File: config.mk
export PLATFORM = sky130hd
export DESIGN_NAME = config_record_checker_core_flat
export DESIGN_NICKNAME = d
export VERILOG_FILES = /design/src/hdl/cfgrec_pkg.sv /design/src/hdl/cfgrec_if.sv /design/src/hdl/config_record_checker_core.sv /design/src/flat_wrapper.sv
export SDC_FILE = /design/constraint.sdc
export NUM_CORES = 1
export LEC_CHECK = 0
export ABC_AREA = 0
export BUFFER_PORTS_ARGS = -buffer_cell sky130_fd_sc_hd__buf_2
export CORE_UTILIZATION = 55
export DETAILED_ROUTE_END_ITERATION = 12
export PLACE_DENSITY = 0.71
export SYNTH_ARGS = -nofsm -noshare
export SYNTH_HDL_FRONTEND = slang
export SYNTH_SLANG_ARGS = --single-unit
File: constraint.sdc
create_clock -name clock -period 14.9 [get_ports clock]
set_input_delay 0 -clock clock [delete_from_list [all_inputs] [get_ports clock]]
set_output_delay 0 -clock clock [all_outputs]
set_load 0.05 [all_outputs]
File: src/hdl/cfgrec_pkg.sv
// Shared types, constants and helper functions for the config record checker.
// No dependencies; used by the channel interfaces and the checker core.
package cfgrec_pkg;

   localparam int unsigned RECORD_BYTES  = 64;
   localparam int unsigned POS_W         = $clog2(RECORD_BYTES);
   localparam int unsigned PAYLOAD_LEN   = 30;
   localparam int unsigned PAYLOAD_FIRST = 8;
   localparam int unsigned PAYLOAD_IDX_W = $clog2(PAYLOAD_LEN);
   localparam int unsigned RESERVED_TAIL = 38;
   localparam int unsigned CRC_AT        = 60;

   localparam logic [31:0] CRC_POLY = 32'hEDB8_8320;
   localparam logic [31:0] CRC_ONES = 32'hFFFF_FFFF;

   // 'J','S','C','3', byte 0 in the low slot
   localparam logic [3:0][7:0] MAGIC = {8'h33, 8'h43, 8'h53, 8'h4A};

   localparam logic [7:0]  VERSION_RESET  = 8'd1;
   localparam logic [15:0] ADC_MAX_RESET  = 16'd4095;
   localparam logic [15:0] MIN_SPAN_RESET = 16'd256;
   localparam logic [15:0] Q15_RESET      = 16'd32767;

   typedef logic [PAYLOAD_LEN-1:0][7:0] payload_type;

   typedef enum logic [3:0] {
      ST_OK         = 4'd0,
      ST_MAGIC      = 4'd1,
      ST_VERSION    = 4'd2,
      ST_LENGTH     = 4'd3,
      ST_RESERVED   = 4'd4,
      ST_CRC        = 4'd5,
      ST_GENERATION = 4'd6,
      ST_AXIS       = 4'd7,
      ST_SHAPING    = 4'd8
   } status_type;

   typedef enum logic [1:0] {
      CSR_VERSION  = 2'd0,
      CSR_ADC_MAX  = 2'd1,
      CSR_MIN_SPAN = 2'd2,
      CSR_Q15      = 2'd3
   } csr_index_type;

   localparam logic [3:0] FID_GENERATION = 4'd0;
   localparam logic [3:0] FID_X_INVERT   = 4'd5;
   localparam logic [3:0] FID_Y_INVERT   = 4'd10;
   localparam logic [3:0] FID_PROFILE    = 4'd13;

   // header error flag bits
   localparam int unsigned HF_MAGIC    = 0;
   localparam int unsigned HF_VERSION  = 1;
   localparam int unsigned HF_LENGTH   = 2;
   localparam int unsigned HF_RESERVED = 3;

   // one byte of reflected CRC-32
   function automatic logic [31:0] crc_byte(input logic [31:0] crc, input logic [7:0] b);
      logic [31:0] c;
      c = crc ^ {24'd0, b};
      for (int k = 0; k < 8; k++) begin
         c = c[0] ? ((c >> 1) ^ CRC_POLY) : (c >> 1);
      end
      return c;
   endfunction

   function automatic logic axis_bad(input logic [15:0] mn, input logic [15:0] ct,
                                     input logic [15:0] mx, input logic [15:0] db,
                                     input logic [15:0] adc_max,
                                     input logic [15:0] min_span);
      logic [15:0] neg;
      logic [15:0] pos;
      neg = ct - mn;
      pos = mx - ct;
      if (mx > adc_max || mn >= ct || ct >= mx) begin
         return 1'b1;
      end
      return (neg < min_span) || (pos < min_span) || (db == 16'd0) ||
             (db >= neg) || (db >= pos);
   endfunction

endpackage

File: src/hdl/cfgrec_if.sv
// Valid/ready channel interfaces: record byte requests, decoded results, CSR writes.
// Depends on cfgrec_pkg.
interface cfgrec_req_if;
   logic       valid;
   logic       ready;
   logic [7:0] data_byte;
   logic       first_byte;
   modport source (output valid, output data_byte, output first_byte, input ready);
   modport sink   (input valid, input data_byte, input first_byte, output ready);
endinterface

interface cfgrec_rsp_if;
   logic        valid;
   logic        ready;
   logic [3:0]  status;
   logic [3:0]  field_id;
   logic [31:0] field_value;
   logic        last_item;
   modport source (output valid, output status, output field_id, output field_value,
                   output last_item, input ready);
   modport sink   (input valid, input status, input field_id, input field_value,
                   input last_item, output ready);
endinterface

interface cfgrec_csr_if;
   logic                         valid;
   logic                         ready;
   cfgrec_pkg::csr_index_type    index;
   logic [15:0]                  data;
   modport source (output valid, output index, output data, input ready);
   modport sink   (input valid, input index, input data, output ready);
endinterface

File: src/hdl/config_record_checker_core.sv
// Config record checker: header/reserved checks, CRC-32, field validation and decode.
// Depends on cfgrec_pkg and the channel interfaces in cfgrec_if.sv.
// Throughput: one record byte per cycle. Results: the first is valid the cycle after the last
// record byte (byte 63) is accepted; the run is 14 items, or one error item, at one item per
// cycle while ready is high. A request at record position 63 stalls only while a run drains.
// Reset (synchronous): position 0, CRC all ones, flags cleared, registers to defaults.
module config_record_checker_core (
   input  logic         clock,
   input  logic         reset,
   cfgrec_req_if.sink   req_bus,
   cfgrec_rsp_if.source rsp_bus,
   cfgrec_csr_if.sink   csr_bus
);

   localparam int unsigned POS_W = cfgrec_pkg::POS_W;

   // configuration
   logic [7:0]  version_ff;
   logic [15:0] adc_max_ff;
   logic [15:0] min_span_ff;
   logic [15:0] q15_ff;

   // record state
   logic [POS_W-1:0]        pos_ff,  pos_in;
   logic [31:0]             crc_ff,  crc_in;
   logic [3:0]              hdr_ff,  hdr_in;
   logic [31:0]             rcv_ff,  rcv_in;
   cfgrec_pkg::payload_type store_ff;

   // result run
   logic                    busy_ff, busy_in;
   logic [3:0]              fid_ff,  fid_in;
   cfgrec_pkg::status_type  status_ff, status_in;
   cfgrec_pkg::payload_type snap_ff, snap_in;

   logic             req_acc;
   logic             rsp_acc;
   logic [POS_W-1:0] p;
   logic             last_pos;
   logic [7:0]       b;
   logic             store_we;
   logic [POS_W-1:0] store_off;
   logic [31:0]      rcv_full;
   logic             run_done;
   cfgrec_pkg::status_type chk_status;

   assign req_acc = req_bus.valid && req_bus.ready;
   assign rsp_acc = rsp_bus.valid && rsp_bus.ready;
   assign b       = req_bus.data_byte;
   assign p       = req_bus.first_byte ? '0 : pos_ff;
   assign last_pos = (p == POS_W'(cfgrec_pkg::RECORD_BYTES - 1));

   // a record's last byte waits until the previous run has drained
   assign req_bus.ready = !(busy_ff && pos_ff == POS_W'(cfgrec_pkg::RECORD_BYTES - 1));
   assign csr_bus.ready = 1'b1;

   always_ff @(posedge clock) begin
      if (reset) begin
         version_ff  <= cfgrec_pkg::VERSION_RESET;
         adc_max_ff  <= cfgrec_pkg::ADC_MAX_RESET;
         min_span_ff <= cfgrec_pkg::MIN_SPAN_RESET;
         q15_ff      <= cfgrec_pkg::Q15_RESET;
      end else if (csr_bus.valid) begin
         case (csr_bus.index)
            cfgrec_pkg::CSR_VERSION:  version_ff  <= csr_bus.data[7:0];
            cfgrec_pkg::CSR_ADC_MAX:  adc_max_ff  <= csr_bus.data;
            cfgrec_pkg::CSR_MIN_SPAN: min_span_ff <= csr_bus.data;
            cfgrec_pkg::CSR_Q15:      q15_ff      <= csr_bus.data;
            default: ;
         endcase
      end
   end

   // per-byte header checks, CRC and trailer capture
   always_comb begin
      hdr_in = (p == '0) ? 4'd0 : hdr_ff;
      if (p < POS_W'(4)) begin
         if (b != cfgrec_pkg::MAGIC[p[1:0]]) hdr_in[cfgrec_pkg::HF_MAGIC] = 1'b1;
      end else if (p == POS_W'(4)) begin
         if (b != version_ff) hdr_in[cfgrec_pkg::HF_VERSION] = 1'b1;
      end else if (p == POS_W'(5)) begin
         if (b != 8'(cfgrec_pkg::PAYLOAD_LEN)) hdr_in[cfgrec_pkg::HF_LENGTH] = 1'b1;
      end else if (p == POS_W'(6) || p == POS_W'(7) || p == POS_W'(21) ||
                   p == POS_W'(31) ||
                   (p >= POS_W'(cfgrec_pkg::RESERVED_TAIL) &&
                    p <  POS_W'(cfgrec_pkg::CRC_AT))) begin
         if (b != 8'd0) hdr_in[cfgrec_pkg::HF_RESERVED] = 1'b1;
      end else if (p == POS_W'(20) || p == POS_W'(30)) begin
         if (b > 8'd1) hdr_in[cfgrec_pkg::HF_RESERVED] = 1'b1;
      end

      crc_in = crc_ff;
      rcv_in = (p == '0) ? 32'd0 : rcv_ff;
      if (p < POS_W'(cfgrec_pkg::CRC_AT)) begin
         crc_in = cfgrec_pkg::crc_byte((p == '0) ? cfgrec_pkg::CRC_ONES : crc_ff, b);
      end else begin
         // trailer starts at a multiple of four, so the low bits give the byte lane
         rcv_in[8*p[1:0] +: 8] = b;
      end
      pos_in = p + POS_W'(1);
   end

   assign store_off = p - POS_W'(cfgrec_pkg::PAYLOAD_FIRST);
   assign store_we  = req_acc && p >= POS_W'(cfgrec_pkg::PAYLOAD_FIRST) &&
                      p < POS_W'(cfgrec_pkg::PAYLOAD_FIRST + cfgrec_pkg::PAYLOAD_LEN);

   always_ff @(posedge clock) begin
      if (reset) begin
         pos_ff <= '0;
         crc_ff <= cfgrec_pkg::CRC_ONES;
         hdr_ff <= '0;
         rcv_ff <= '0;
      end else if (req_acc) begin
         pos_ff <= pos_in;
         crc_ff <= crc_in;
         hdr_ff <= hdr_in;
         rcv_ff <= rcv_in;
      end
   end

   always_ff @(posedge clock) begin
      if (store_we) begin
         store_ff[store_off[cfgrec_pkg::PAYLOAD_IDX_W-1:0]] <= b;
      end
   end

   // final verdict, evaluated while the last byte is presented
   assign rcv_full = {b, rcv_ff[23:0]};

   always_comb begin
      if (hdr_ff[cfgrec_pkg::HF_MAGIC]) begin
         chk_status = cfgrec_pkg::ST_MAGIC;
      end else if (hdr_ff[cfgrec_pkg::HF_VERSION]) begin
         chk_status = cfgrec_pkg::ST_VERSION;
      end else if (hdr_ff[cfgrec_pkg::HF_LENGTH]) begin
         chk_status = cfgrec_pkg::ST_LENGTH;
      end else if (hdr_ff[cfgrec_pkg::HF_RESERVED]) begin
         chk_status = cfgrec_pkg::ST_RESERVED;
      end else if (~crc_ff != rcv_full) begin
         chk_status = cfgrec_pkg::ST_CRC;
      end else if ({store_ff[3], store_ff[2], store_ff[1], store_ff[0]} == 32'd0) begin
         chk_status = cfgrec_pkg::ST_GENERATION;
      end else if (cfgrec_pkg::axis_bad({store_ff[5], store_ff[4]}, {store_ff[7], store_ff[6]},
                                        {store_ff[9], store_ff[8]},
                                        {store_ff[11], store_ff[10]},
                                        adc_max_ff, min_span_ff) ||
                   cfgrec_pkg::axis_bad({store_ff[15], store_ff[14]},
                                        {store_ff[17], store_ff[16]},
                                        {store_ff[19], store_ff[18]},
                                        {store_ff[21], store_ff[20]},
                                        adc_max_ff, min_span_ff)) begin
         chk_status = cfgrec_pkg::ST_AXIS;
      end else if ({store_ff[25], store_ff[24]} == 16'd0 ||
                   {store_ff[25], store_ff[24]} > q15_ff ||
                   {store_ff[27], store_ff[26]} > q15_ff) begin
         chk_status = cfgrec_pkg::ST_SHAPING;
      end else begin
         chk_status = cfgrec_pkg::ST_OK;
      end
   end

   // result run: snapshot shifts down by one field per delivered item
   assign run_done = (status_ff != cfgrec_pkg::ST_OK) || (fid_ff == cfgrec_pkg::FID_PROFILE);

   always_comb begin
      busy_in   = busy_ff;
      fid_in    = fid_ff;
      status_in = status_ff;
      snap_in   = snap_ff;
      if (req_acc && last_pos) begin
         busy_in   = 1'b1;
         fid_in    = cfgrec_pkg::FID_GENERATION;
         status_in = chk_status;
         snap_in   = store_ff;
      end else if (rsp_acc) begin
         if (run_done) begin
            busy_in = 1'b0;
         end else begin
            fid_in  = fid_ff + 4'd1;
            snap_in = (fid_ff == cfgrec_pkg::FID_GENERATION) ? (snap_ff >> 32)
                                                              : (snap_ff >> 16);
         end
      end
   end

   always_ff @(posedge clock) begin
      if (reset) begin
         busy_ff   <= 1'b0;
         fid_ff    <= cfgrec_pkg::FID_GENERATION;
         status_ff <= cfgrec_pkg::ST_OK;
      end else begin
         busy_ff   <= busy_in;
         fid_ff    <= fid_in;
         status_ff <= status_in;
      end
   end

   always_ff @(posedge clock) begin
      snap_ff <= snap_in;
   end

   assign rsp_bus.valid     = busy_ff;
   assign rsp_bus.status    = status_ff;
   assign rsp_bus.field_id  = fid_ff;
   assign rsp_bus.last_item = run_done;

   always_comb begin
      if (status_ff != cfgrec_pkg::ST_OK) begin
         rsp_bus.field_value = 32'd0;
      end else if (fid_ff == cfgrec_pkg::FID_GENERATION) begin
         rsp_bus.field_value = {snap_ff[3], snap_ff[2], snap_ff[1], snap_ff[0]};
      end else if (fid_ff == cfgrec_pkg::FID_X_INVERT ||
                   fid_ff == cfgrec_pkg::FID_Y_INVERT) begin
         rsp_bus.field_value = {24'd0, snap_ff[0]};
      end else begin
         rsp_bus.field_value = {16'd0, snap_ff[1], snap_ff[0]};
      end
   end

   // checks
   a_run_starts: assert property (@(posedge clock) disable iff (reset)
      (req_acc && last_pos) |=> (busy_ff && fid_ff == cfgrec_pkg::FID_GENERATION))
      else $error("result run did not start after last record byte");

   a_run_ends: assert property (@(posedge clock) disable iff (reset)
      (rsp_acc && rsp_bus.last_item) |=> !busy_ff)
      else $error("result run continued past its last item");

   a_fid_range: assert property (@(posedge clock) disable iff (reset)
      busy_ff |-> fid_ff <= cfgrec_pkg::FID_PROFILE)
      else $error("field id out of range");

   a_error_item: assert property (@(posedge clock) disable iff (reset)
      (busy_ff && status_ff != cfgrec_pkg::ST_OK) |->
         (fid_ff == cfgrec_pkg::FID_GENERATION && rsp_bus.field_value == 32'd0))
      else $error("error item carries a field");

   a_restart: assert property (@(posedge clock) disable iff (reset)
      (req_acc && req_bus.first_byte) |=> pos_ff == POS_W'(1))
      else $error("start mark did not restart the record");

endmodule
File: src/flat_wrapper.sv
// flat-port wrapper written by rule: the top's interface ports become plain ports
module config_record_checker_core_flat 
  (clock, reset, req_bus_valid, req_bus_data_byte, req_bus_first_byte, req_bus_ready, rsp_bus_valid, rsp_bus_status, rsp_bus_field_id, rsp_bus_field_value, rsp_bus_last_item, rsp_bus_ready, csr_bus_valid, csr_bus_index, csr_bus_data, csr_bus_ready);
  cfgrec_req_if req_bus_i ();
  cfgrec_rsp_if rsp_bus_i ();
  cfgrec_csr_if csr_bus_i ();
  input  logic clock;
  input  logic reset;
  input wire logic [$bits(req_bus_i.valid)-1:0] req_bus_valid;
  input wire logic [$bits(req_bus_i.data_byte)-1:0] req_bus_data_byte;
  input wire logic [$bits(req_bus_i.first_byte)-1:0] req_bus_first_byte;
  output wire logic [$bits(req_bus_i.ready)-1:0] req_bus_ready;
  output wire logic [$bits(rsp_bus_i.valid)-1:0] rsp_bus_valid;
  output wire logic [$bits(rsp_bus_i.status)-1:0] rsp_bus_status;
  output wire logic [$bits(rsp_bus_i.field_id)-1:0] rsp_bus_field_id;
  output wire logic [$bits(rsp_bus_i.field_value)-1:0] rsp_bus_field_value;
  output wire logic [$bits(rsp_bus_i.last_item)-1:0] rsp_bus_last_item;
  input wire logic [$bits(rsp_bus_i.ready)-1:0] rsp_bus_ready;
  input wire logic [$bits(csr_bus_i.valid)-1:0] csr_bus_valid;
  input wire logic [$bits(csr_bus_i.index)-1:0] csr_bus_index;
  input wire logic [$bits(csr_bus_i.data)-1:0] csr_bus_data;
  output wire logic [$bits(csr_bus_i.ready)-1:0] csr_bus_ready;
  assign req_bus_i.valid = req_bus_valid;
  assign req_bus_i.data_byte = req_bus_data_byte;
  assign req_bus_i.first_byte = req_bus_first_byte;
  assign req_bus_ready = req_bus_i.ready;
  assign rsp_bus_valid = rsp_bus_i.valid;
  assign rsp_bus_status = rsp_bus_i.status;
  assign rsp_bus_field_id = rsp_bus_i.field_id;
  assign rsp_bus_field_value = rsp_bus_i.field_value;
  assign rsp_bus_last_item = rsp_bus_i.last_item;
  assign rsp_bus_i.ready = rsp_bus_ready;
  assign csr_bus_i.valid = csr_bus_valid;
  assign csr_bus_i.index = csr_bus_index;
  assign csr_bus_i.data = csr_bus_data;
  assign csr_bus_ready = csr_bus_i.ready;
  config_record_checker_core u_core (.clock(clock), .reset(reset), .req_bus(req_bus_i), .rsp_bus(rsp_bus_i), .csr_bus(csr_bus_i));
endmodule
== Word-level counts from Yosys, hierarchy flattened ==
Cells that the tools add are included.

* Add/sub/neg operators: 8
* Multiply operators: 0
* Div/mod/pow operators: 0
* $lt $le $gt $ge: 25
* Equal/unequal tests: 21
* Shift operators: 2
* Muxes and demuxes: 80
* Bitwise logic cells: 11
* Reduce and logical (&&, ||, !) cells: 51

{| class="wikitable"
|+ Operator list
! kind !! count
|-
| $mux W240 || 3
|-
| $mux W32 || 13
|-
| $bwmux W240 || 1
|-
| $mux W224 || 1
|-
| $ge A16 B16 Y1 || 8
|-
| $not A13 Y14 || 8
|-
| $gt A16 B16 Y1 || 4
|-
| $lt A16 B16 Y1 || 4
|-
| $sub A16 B16 Y16 || 4
|-
| $logic_not A16 Y1 || 3
|-
| $mux W1 || 44
|-
| $demux W8 S5 || 1
|-
| $mux W4 || 9
|-
| $neg A5 Y34 || 1
|-
| $shift A8 B34 Y32 const A || 1
|-
| $shiftx A8 B34 Y32 || 1
|-
| $bwmux W32 || 1
|-
| $logic_not A32 Y1 || 1
|-
| $ne A32 B32 Y1 || 1
|-
| $not A32 Y32 || 1
|-
| $xor A32 B8 Y32 || 1
|-
| $eq A6 B3 Y1 const B || 4
|-
| $eq A6 B5 Y1 const B || 4
|-
| $logic_or A1 B1 Y1 || 22
|-
| other kinds (36) || 57
|}

* Register bits after elaboration: 619
* Bits in latches: 0
* Bits in writable memories: 0
* Memory bits (read-only): 0
* Input port bits: 32
* Logic and storage cells: 269
* Memories kept: 0

== Longest topological paths before layout ==
Gate-level depths: netlist (run 1).

* Word-level depth: 25
* Depth in mapped cells: 21

== Least setup slack after synthesis (run 1) ==
Ideal clock, no wire load.

* Path kind: flip-flop to flip-flop
* Start: register u_core.pos_ff[0]
* End: register u_core.snap_ff[0] in the netlist's numbering (enable)
* Data arrival time: 4.645 ns
* Data required time: 14.399 ns
* Setup slack: 9.753 ns
* Cell stages (with the launch flop): 8
* Clock period less this slack: 5.147 ns
* Path through: dfxtp_1 > nor2b_1 > ha_1 > clkbuf_1 > nand3_1 > nor3_1 > clkbuf_1 > or2_2

* Cells in the longest elaborated chain, start to end: 7
* Elaborated cells on any way between the ends: 10
* Those cells by class: eq/ne: 3; mux: 1; reduce/logical: 6

{| class="wikitable"
|+ Ends and longest elaborated chain
! element !! RTL line !! RTL
|-
| start, declared || config_record_checker_core.sv:24 || <nowiki>logic [POS_W-1:0] pos_ff, pos_in;</nowiki>
|-
| start signal, assigned || config_record_checker_core.sv:114 || <nowiki>pos_ff <= pos_in;</nowiki>
|-
| $eq A6 B6 Y1 || config_record_checker_core.sv:54 || <nowiki>assign req_bus.ready = !(busy_ff && pos_ff == POS_W'(cfgrec_pkg::RECORD_BYTES - 1));</nowiki>
|-
| $logic_and A1 B1 Y1 || config_record_checker_core.sv:54 ||
|-
| $logic_not A1 Y1 || config_record_checker_core.sv:54 ||
|-
| $logic_and A1 B1 Y1 || config_record_checker_core.sv:47 || <nowiki>assign req_acc = req_bus.valid && req_bus.ready;</nowiki>
|-
| $logic_and A1 B1 Y1 (*) || config_record_checker_core.sv:170 || <nowiki>if (req_acc && last_pos) begin</nowiki>
|-
| $ne A2 B1 Y1 (no line) or $reduce_bool A2 Y1 (tied branches) || - ||
|-
| $reduce_and A2 Y1 (no line) (*) || - ||
|-
| end signal, assigned || config_record_checker_core.sv:199 || <nowiki>snap_ff <= snap_in;</nowiki>
|-
| end, declared || config_record_checker_core.sv:34 || <nowiki>cfgrec_pkg::payload_type snap_ff, snap_in;</nowiki>
|}

Mark *: on every way between the ends. The rest lies on a longest branch, timed or not.
A chain may end at the register's enable or synchronous reset.

== Worst setup path in the final report (run 1) ==
* Start: register u_core.store_ff[33] in the netlist's numbering
* End: register u_core.status_ff[1], in the netlist u_core.rsp_bus.status[1]

* Cells in the longest elaborated chain, start to end: 25
* Elaborated cells on any way between the ends: 32
* Those cells by class: add/sub: 1; order compare: 3; mux: 21; reduce/logical: 7

{| class="wikitable"
|+ Ends and longest elaborated chain
! element !! RTL line !! RTL
|-
| start, declared || config_record_checker_core.sv:28 || <nowiki>cfgrec_pkg::payload_type store_ff;</nowiki>
|-
| start signal, assigned by index || config_record_checker_core.sv:123 || <nowiki>store_ff[store_off[cfgrec_pkg::PAYLOAD_IDX_W-1:0]] <= b;</nowiki>
|-
| parallel branches: the longest is 10 deep, another holds $sub A16 B16 Y16 || - ||
|-
| $mux W1 (*) || cfgrec_pkg.sv:77 || <nowiki>return (neg < min_span) || (pos < min_span) || (db == 16'd0) ||</nowiki>
|-
| $mux W1 (*) || config_record_checker_core.sv:141 || <nowiki>end else if ({store_ff[3], store_ff[2], store_ff[1], store_ff[0]} == 32'd0) begin</nowiki>
|-
| $mux W1 (*) || config_record_checker_core.sv:139 || <nowiki>end else if (~crc_ff != rcv_full) begin</nowiki>
|-
| $mux W1 (*) || config_record_checker_core.sv:137 || <nowiki>end else if (hdr_ff[cfgrec_pkg::HF_RESERVED]) begin</nowiki>
|-
| $mux W1 (*) || config_record_checker_core.sv:135 || <nowiki>end else if (hdr_ff[cfgrec_pkg::HF_LENGTH]) begin</nowiki>
|-
| $mux W1 (*) || config_record_checker_core.sv:133 || <nowiki>end else if (hdr_ff[cfgrec_pkg::HF_VERSION]) begin</nowiki>
|-
| $mux W1 (*) || config_record_checker_core.sv:131 || <nowiki>if (hdr_ff[cfgrec_pkg::HF_MAGIC]) begin</nowiki>
|-
| $logic_or A1 B1 Y1 (*) || config_record_checker_core.sv:146 || <nowiki>adc_max_ff, min_span_ff) ||</nowiki>
|-
| $mux W4 (*) || config_record_checker_core.sv:143 || <nowiki>end else if (cfgrec_pkg::axis_bad({store_ff[5], store_ff[4]}, {store_ff[7], store_ff[6]},</nowiki>
|-
| $mux W4 (*) || config_record_checker_core.sv:141 ||
|-
| $mux W4 (*) || config_record_checker_core.sv:139 ||
|-
| $mux W4 (*) || config_record_checker_core.sv:137 ||
|-
| $mux W4 (*) || config_record_checker_core.sv:135 ||
|-
| $mux W4 (*) || config_record_checker_core.sv:133 ||
|-
| $mux W4 (*) || config_record_checker_core.sv:131 ||
|-
| end signal, assigned || config_record_checker_core.sv:190 || <nowiki>status_ff <= cfgrec_pkg::ST_OK;</nowiki>
|-
| end signal, assigned || config_record_checker_core.sv:194 || <nowiki>status_ff <= status_in;</nowiki>
|-
| end, declared || config_record_checker_core.sv:33 || <nowiki>cfgrec_pkg::status_type status_ff, status_in;</nowiki>
|}

Mark *: on every way between the ends. The select of a mux whose other input is x is not followed.

==> results of run 1 <==
## stage by stage
stage / hold slack, ps / util / area [µm²] / setup slack [ps] / power [mW]
2_1_floorplan: 98.9 / - / 33900 / 9750 / 2.04
3_3_place_gp: 271 / 0.575 / 34800 / 9520 / 2.11
3_5_place_dp: 272 / 0.575 / 34800 / 9360 / 2.11
4_1_cts: 71.4 / 0.615 / 37300 / 9350 / 3.79
5_1_grt: 86.8 / 0.615 / 37300 / 8910 / 3.87
6_report: 101 / 0.615 / 37300 / 9180 / 3.78
## layout by cell type (no fill, tap or decap), drive strengths merged, types with 14 or more instances in the layout
| master | synthesis | final |
|---|---|---|
| nand2 | 564 | 564 |
| edfxtp | 480 | 480 |
| nor2 | 411 | 411 |
| ha | 265 | 265 |
| a31oi | 222 | 222 |
| inv | 201 | 204 |
| dfxtp | 131 | 131 |
| a21oi | 125 | 125 |
| xnor2 | 119 | 119 |
| buf | 23 | 101 |
| clkbuf | 152 | 97 |
| o21ai | 74 | 74 |
| nand3 | 56 | 56 |
| nor3 | 53 | 53 |
| a211o | 52 | 52 |
| xor2 | 51 | 51 |
| and2 | 49 | 49 |
| nand4 | 47 | 47 |
| nor4 | 46 | 46 |
| and3 | 35 | 35 |
| a21o | 29 | 29 |
| dlygate4sd3 | 0 | 27 |
| a22oi | 23 | 23 |
| nor2b | 20 | 20 |
| nand2b | 18 | 18 |
| o21a | 17 | 17 |
| o211ai | 17 | 17 |
| a211oi | 14 | 14 |
## sequential cells by signal, summed over array words and instances, names as in the netlist
signal and flops:
u_core.snap_ff 240, u_core.version_ff 8, u_core.hdr_ff 4, u_core.crc_ff 32
u_core.rcv_ff 24, u_core.pos_ff 6, u_core.rsp_bus.status 4, u_core.adc_max_ff 16
u_core.rsp_bus.field_id 4, u_core.store_ff 240, u_core.min_span_ff 16, u_core.q15_ff 16
u_core.rsp_bus.valid 1
## worst max-delay path: stages (launching register included)
cell       delay [ps]
edfxtp_1          410
inv_1             120
ha_1              250
nor2b_1           150
o31a_1            290
o211ai_1          250
a31oi_1           220
and4_1            260
a2111oi_0         450
o21bai_1          190
xnor2_1           240
ha_1              300
and4_1            230
a222oi_1          320
and4_1            230
nand4_1            70
a2111oi_0         740
nand4_1           360
nor2_1            320
a221oi_1          150
## cell type report
class | instances | area, µm²
Fill cell | 4996 | 23300
Sequential cell | 611 | 17000
Multi-Input combinational cell | 2456 | 15500
Clock buffer | 97 | 1930
Tap cell | 782 | 978
Timing Repair Buffer | 128 | 858
Inverter | 201 | 754
Clock inverter | 20 | 270
## per-layer routing
layer	share of wire	vias up
met3	0.074	228
li1	-	12360
met2	0.46	1168
met1	0.42	13104
met5	0	-
met4	0.043	0
## power groups by stage
| stage | Combinational [mW] | Clock (mW) | Sequential, mW |
|---|---|---|---|
| finish | 0.225 | 1.69 | 1.86 |
| global route | 0.243 | 1.77 | 1.86 |
| CTS | 0.223 | 1.70 | 1.86 |
| detailed placement | 0.216 | 0 | 1.90 |
| global placement | 0.210 | 0 | 1.90 |
| floorplan | 0.151 | 0 | 1.89 |
## final timing paths
check	endpoint	startpoint
setup / recovery	u_core.rsp_bus.status[1]	u_core.store_ff[33]
setup reg to reg	u_core.rsp_bus.status[1]	u_core.store_ff[33]
hold / removal	u_core.store_ff[8]	req_bus_data_byte[0]
hold reg to reg	u_core.min_span_ff[4]	u_core.min_span_ff[4]
## logic make-up after synthesis
family	share of synthesized area
multiplexers	0.00325
other	0.000111
adder cells (fa/ha/maj)	0.100
AO/OA/AOI/OAI	0.123
XOR/XNOR	0.0488
buffers and inverters	0.0425
AND/OR/NAND/NOR	0.180
flip-flops	0.503
==> metrics.md, run 1 <==
| Metric | Value |
|---|---|
| Fraction of layout instances using a drive strength above 1 | 0.0660 |
| Crit path time final | 5720 ps |
| Final HPWL DP | 70900 µm |
| GRT met1 Usage | 0.438 |
| Hold depth | 2 |
| Fmax | 175 MHz |
| Post-CTS Resized | 0 |
| Diode count | 0 |
| Max-Slew Margin vs Limit | 0.0735 |
| Total wire length | 102000 µm |
| VDD IR max | 0.112 mV |
| Gate Count Post-Synth | 3443 |
| Core Area | 60600 µm² |
| Vias per cell | 6.25 |
| Setup-failing EPs final | 0 |
| Clock latency on the worst-skew pair | 610 ps |
| Nature of the critical path startpoint | register |
| Leak | 14.7 nW |
| Top Ports | 76 |
| Psw | 0.839 mW |
| Worst clock skew | 27.1 ps |
| Area Growth Syn to Fin | 10.0% |
| Pre-antenna DRT Iters | 6 |
| Post-synth ARST share | 0 |
| Pint | 2.94 mW |
| Num CTS Buffers | 67 |
| Worst-case clock buffer depth | 3 |
| GRT Total Usage | 0.322 |
| Remaining Overflow, GRT | 0 |
| Register area share after synthesis | 0.503 |
| H-Tree Depth | 3 |
| Post-route insts no fill | 4295 |
| Area contributors post-synth | edfxtp_1 43%, ha_1 9.8%, dfxtp_1 7.7% |
| Nets | 3766 |
| Sequential share of power | 0.493 |
| Final hold viol count | 0 |
| Synthesized Nets | 3744 |
| Initial drt markers | 3205 |
| Die area | 62600 µm² |
| Clock Sinks | 611 |
| Worst-path maximum fanout | 4 |
| Post-Syn Area per Cell | 9.84 µm² |
| Vias in the first global route | 25490 |
| Power Density | 101 nW/µm² |
| Final worst-path cycle share | 0.384 |
| Most common flop cell mapped by yosys | edfxtp_1 |
| Routed vias | 26860 |
| Logic gate share of total power | 0.060 |
| Crit. End Element | register |
| Share of the synthesized area in the top cell type | 0.425 |
| CTS tree | yes |
| Clk network pwr share | 0.447 |
| First-pass GRT wire length | 153000 µm |
| Number of synthesized flops with an enable pin | 480 |
| GR peak layer | met2 |
| Initial Util | 0.559 |
| CTS Hold Bufs | 27 |
| Worst path required time | 15360 ps |
| Die height | 250 µm |
| Slew Limit Fails | 0 |
| Crit Path Class | register to register |
| Post-Syn Area | 33900 µm² |
| Met2 usage | 0.515 |
| Largest net degree at the start of global routing | 150 |
| Yosys cell types | 80 |
| Maxcap violations | 0 |
| Setup Buffers After CTS | 0 |
| Critical Path AT | 6190 ps |
| Die X | 250 µm |
| Most frequent cells after synthesis | 564 x nand2_1, 480 x edfxtp_1, 411 x nor2_1 |
| Dpl cells | 4151 |
| Switching share of power | 0.222 |
| Residual DRC count | 0 |
| Worst-margin pin slew | 1380 ps |
| RSZ-0062 raised after global routing | no |
| Initial antenna violation count | 1 |
| WL/cell | 23.7 µm |
| Status | finished clean |
| Most common cell in the netlist | nand2_1 |
| Cell taking the most area after synthesis | edfxtp_1 |
| FP Rows | 90 |
| Final GP Congestion | 1.02 |
| Synth warn | 0 |
| Antenna viol nets, final | 0 |
| TNS Setup | 0 ps |
| Buffers on Ports | 74 |
| GR Layer Usage met3 | 0.0520 |
| Root Buffer | clkbuf_16 |
| Synth Register Bits | 611 |
| Worst Reg-to-Reg Cells | 19 |
| R2R setup slack | 9180 ps |
| Min-Delay Path Class | primary input to register |
| Clock slew at the register clock pins of the worst setup and hold paths | 70 ps |
(Power assumes the default switching activity.)
==> inputs of run 2 (changes only) <==
--- a/config.mk
+++ b/config.mk
@@ -5,11 +5,11 @@
 export SDC_FILE = /design/constraint.sdc
 export NUM_CORES = 1
 export LEC_CHECK = 0
-export ABC_AREA = 0
+export ABC_AREA = 1
 export BUFFER_PORTS_ARGS = -buffer_cell sky130_fd_sc_hd__buf_2
 export CORE_UTILIZATION = 55
 export DETAILED_ROUTE_END_ITERATION = 12
-export PLACE_DENSITY = 0.71
+export PLACE_DENSITY = 0.74
 export SYNTH_ARGS = -nofsm -noshare
 export SYNTH_HDL_FRONTEND = slang
 export SYNTH_SLANG_ARGS = --single-unit
==> constraint.sdc (replaced) <==
create_clock -name clock -period 4.8 [get_ports clock]
set_input_delay 0 -clock clock [delete_from_list [all_inputs] [get_ports clock]]
set_output_delay 0 -clock clock [all_outputs]
set_load 0.05 [all_outputs]
==> run 2 against run 1 <==
Effect of this change:
- die area grew 2.7%
- hold slack lost 82 ps
- register-to-register slack got worse by 8700 ps
- flip-flop and latch count did not move
- clock-buffer cell count fell by 5
- design area grew 3.1%
- clock skew up 8.5 ps
- synthesized cell count up 14%
==> metrics.md, run 2 <==
| Metric | Value |
|---|---|
| Core Area | 62200 µm² (+2.6%) |
| Worst-path maximum fanout | 5 (+1) |
| Initial Util | 0.560 (about the same) |
| Remaining Overflow, GRT | 0 (unchanged) |
| Root Buffer | clkbuf_16 |
| Post-synth ARST share | 0 (unchanged) |
| Final hold viol count | 0 (unchanged) |
| Crit. End Element | register |
| TNS Setup | 0 ps (unchanged) |
| Switching share of power | 0.239 (+0.0163) |
| Top Ports | 76 (unchanged) |
| Number of synthesized flops with an enable pin | 480 (unchanged) |
| Largest net degree at the start of global routing | 194 (+29%) |
| Max-Slew Margin vs Limit | 0.206 (+0.132) |
| Crit path time final | 4290 ps (-1430 ps) |
| Cell taking the most area after synthesis | edfxtp_1 |
| Final worst-path cycle share | 0.894 (+0.510) |
| Final GP Congestion | 0.976 (-4.2%) |
| Clock Sinks | 611 (unchanged) |
| Area Growth Syn to Fin | 10.4% |
| Post-Syn Area | 34800 µm² (+2.7%) |
| Pre-antenna DRT Iters | 5 (-1) |
| Vias per cell | 5.78 (-7.6%) |
| Filler cell count | 5256 (+5.2%) |
| Die X | 254 µm (+1.3%) |
| Diode count | 0 (unchanged) |
| Yosys cell types | 53 (-34%) |
| Power Density | 301 nW/µm² (+200%) |
| Status | finished clean |
| Share of the synthesized area in the top cell type | 0.414 (-0.0112) |
| Clk network pwr share | 0.427 (-0.020) |
| Sequential share of power | 0.501 (+0.008) |
| Buffers on Ports | 74 (unchanged) |
| H-Tree Depth | 3 (unchanged) |
| Critical Path AT | 4800 ps (-1390 ps) |
| Post-Syn Area per Cell | 8.85 µm² (-10%) |
| Fraction of layout instances using a drive strength above 1 | 0.0610 (-0.00501) |
| Initial antenna violation count | 2 (+1) |
| Most common flop cell mapped by yosys | edfxtp_1 |
| Commonest non-fill, non-tap cell in the layout | nand2_1 |
| Register area share after synthesis | 0.489 (-0.0133) |
| Initial drt markers | 2693 (-16%) |
| GR Layer Usage met3 | 0.0487 (-0.00331) |
| Psw | 2.76 mW (+230%) |
| Met2 usage | 0.508 (-0.00619) |
| Logic gate share of total power | 0.072 (+0.012) |
| VDD IR max | 0.318 mV (+180%) |
| RSZ-0062 raised after global routing | no |
| First-pass GRT wire length | 152000 µm (-0.17%) |
| FP Rows | 91 (+1.1%) |
| Nature of the critical path startpoint | register |
| Final HPWL DP | 71000 µm (about the same) |
| Worst path required time | 5310 ps (-10050 ps) |
| Slew Limit Fails | 0 (unchanged) |
| GR peak layer | met2 |
| Routed vias | 28122 (+4.7%) |
| Total wire length | 101000 µm (-1.4%) |
| Num CTS Buffers | 66 (-1.5%) |
| Die height | 254 µm (+1.3%) |
| Crit Path Class | register to register |
| Setup Buffers After CTS | 0 (unchanged) |
| Tot Pwr | 11.6 mW (+210%) |
| Synthesized Nets | 4235 (+13%) |
| Synth warn | 0 (unchanged) |
| Vias in the first global route | 26440 (+3.7%) |
| Nets | 4280 (+14%) |
| Die area | 64300 µm² (+2.7%) |
| Setup-failing EPs final | 0 (unchanged) |
| Min-Delay Path Class | primary input to register |
| Most frequent cells in the layout | 821 x nand2_1, 523 x inv_1, 480 x edfxtp_1 |
| Pint | 8.81 mW (+200%) |
| Antenna viol nets, final | 0 (unchanged) |
| Residual DRC count | 0 (unchanged) |
| Area contributors post-synth | edfxtp_1 41%, ha_1 9.5%, nand2_1 8.9% |
| GRT met1 Usage | 0.418 (-0.0202) |
| Most common cell in the netlist | nand2_1 |
| CTS tree | yes |
| Gate Count Post-Synth | 3934 (+14%) |
| Clock latency on the worst-skew pair | 610 ps (about the same) |
| Final hold slack | 19.7 ps (-81.8 ps) |
| Worst-case clock buffer depth | 3 (unchanged) |
| Synth Register Bits | 611 (unchanged) |
| Worst-margin pin slew | 1190 ps (-192 ps) |
| Worst clock skew | 35.6 ps (+8.50 ps) |
| Maxcap violations | 0 (unchanged) |
| GRT Total Usage | 0.313 (-0.00834) |
| Clock slew at the register clock pins of the worst setup and hold paths | 60 ps (about the same) |
| WL/cell | 20.7 µm (-13%) |
| Leak | 16.3 nW (+10%) |
| Fmax | 233 MHz (+33%) |
| Most frequent cells after synthesis | 822 x nand2_1, 526 x inv_1, 480 x edfxtp_1 |
-- run 2: worst max-delay path: stages, from the launching register on --
cell and delay [ps]:
edfxtp_1 410, ha_1 350, a21oi_1 140, nand2_1 110, a21oi_1 310, o21ai_1 200
a21boi_1 240, o21ai_0 160, nand2_1 80, nand2_1 50, a21oi_1 220, xor2_1 200
ha_1 270, nand2_1 70, nand2_1 50, nor3_1 270, o211ai_1 130, nor2_1 110
nand2_1 60, nor2_1 90, nand3_1 70, nor2_1 110, nand4_1 110, nor2_1 170
nand3_1 120, nand2_1 70, nand2_1 40
-- run 2: logic make-up (layout without fill, tap and decap cells) --
| logic type | count (synthesis) | after routing | share of synthesized area |
|---|---|---|---|
| adder cells (fa/ha/maj) | 269 | 269 | 0.0976 |
| XOR/XNOR | 143 | 143 | 0.0387 |
| flip-flops | 611 | 611 | 0.489 |
| AO/OA/AOI/OAI | 736 | 736 | 0.121 |
| other | 1 | 1 | 0.000108 |
| AND/OR/NAND/NOR | 1477 | 1477 | 0.178 |
| buffers and inverters | 697 | 794 | 0.0756 |
-- run 2: metal layers --
| layer | share of wire | vias to the layer above |
|---|---|---|
| met5 | 0 | - |
| met4 | 0.043 | 0 |
| met3 | 0.070 | 229 |
| met2 | 0.47 | 1089 |
| met1 | 0.42 | 13279 |
| li1 | - | 13525 |
-- run 2: power by group through the flow --
stage	Clock (mW)	Sequential (mW)	Combinational [mW]
after floorplan	0	5.88	0.541
after global placement	0	5.91	0.778
after detailed placement	0	5.91	0.791
after CTS	4.98	5.80	0.813
after global routing	5.15	5.80	0.908
final	4.94	5.80	0.828
-- run 2: cell type report --
| cell class | count | area [µm²] | share of cell area |
|---|---|---|---|
| clock inverter | 28 | 221 | 0.00576 |
| timing repair buffer | 143 | 1070 | 0.0279 |
| sequential | 611 | 17000 | 0.443 |
| clock buffer | 92 | 1840 | 0.0480 |
| multi-input combinational | 2626 | 15200 | 0.396 |
| tap | 837 | 1050 | 0.0273 |
| inverter | 531 | 2000 | 0.0521 |
-- run 2: path summary, 6_finish.rpt --
check        slack [ps]                        to                  from  cells after the start
max                 510  u_core.rsp_bus.status[2]  u_core.store_ff[130]                     26
min                  20          u_core.rcv_ff[1]  req_bus_data_byte[1]                      3
max reg2reg         510  u_core.rsp_bus.status[2]  u_core.store_ff[130]                     26
min reg2reg         470         u_core.rcv_ff[17]     u_core.rcv_ff[17]                      2
-- run 2: through the flow --
step            util  setup WS [ps]  area, µm²  std cells
4_1_cts        0.618            382      38400       4868
6_report       0.618            507      38400       4868
5_1_grt        0.618           97.9      38400       4868
3_5_place_dp   0.580            366      36100       4720
2_1_floorplan      -            120      34800       3934
3_3_place_gp   0.580            462      36100       4720
-- run 2: timing repair --
item / in CTS / in global routing
hold buffers: 28 / 0
endpoints found under the hold margin: 82 / 0
setup endpoints to repair: 0 / 3
gates resized for setup: 0 / 3
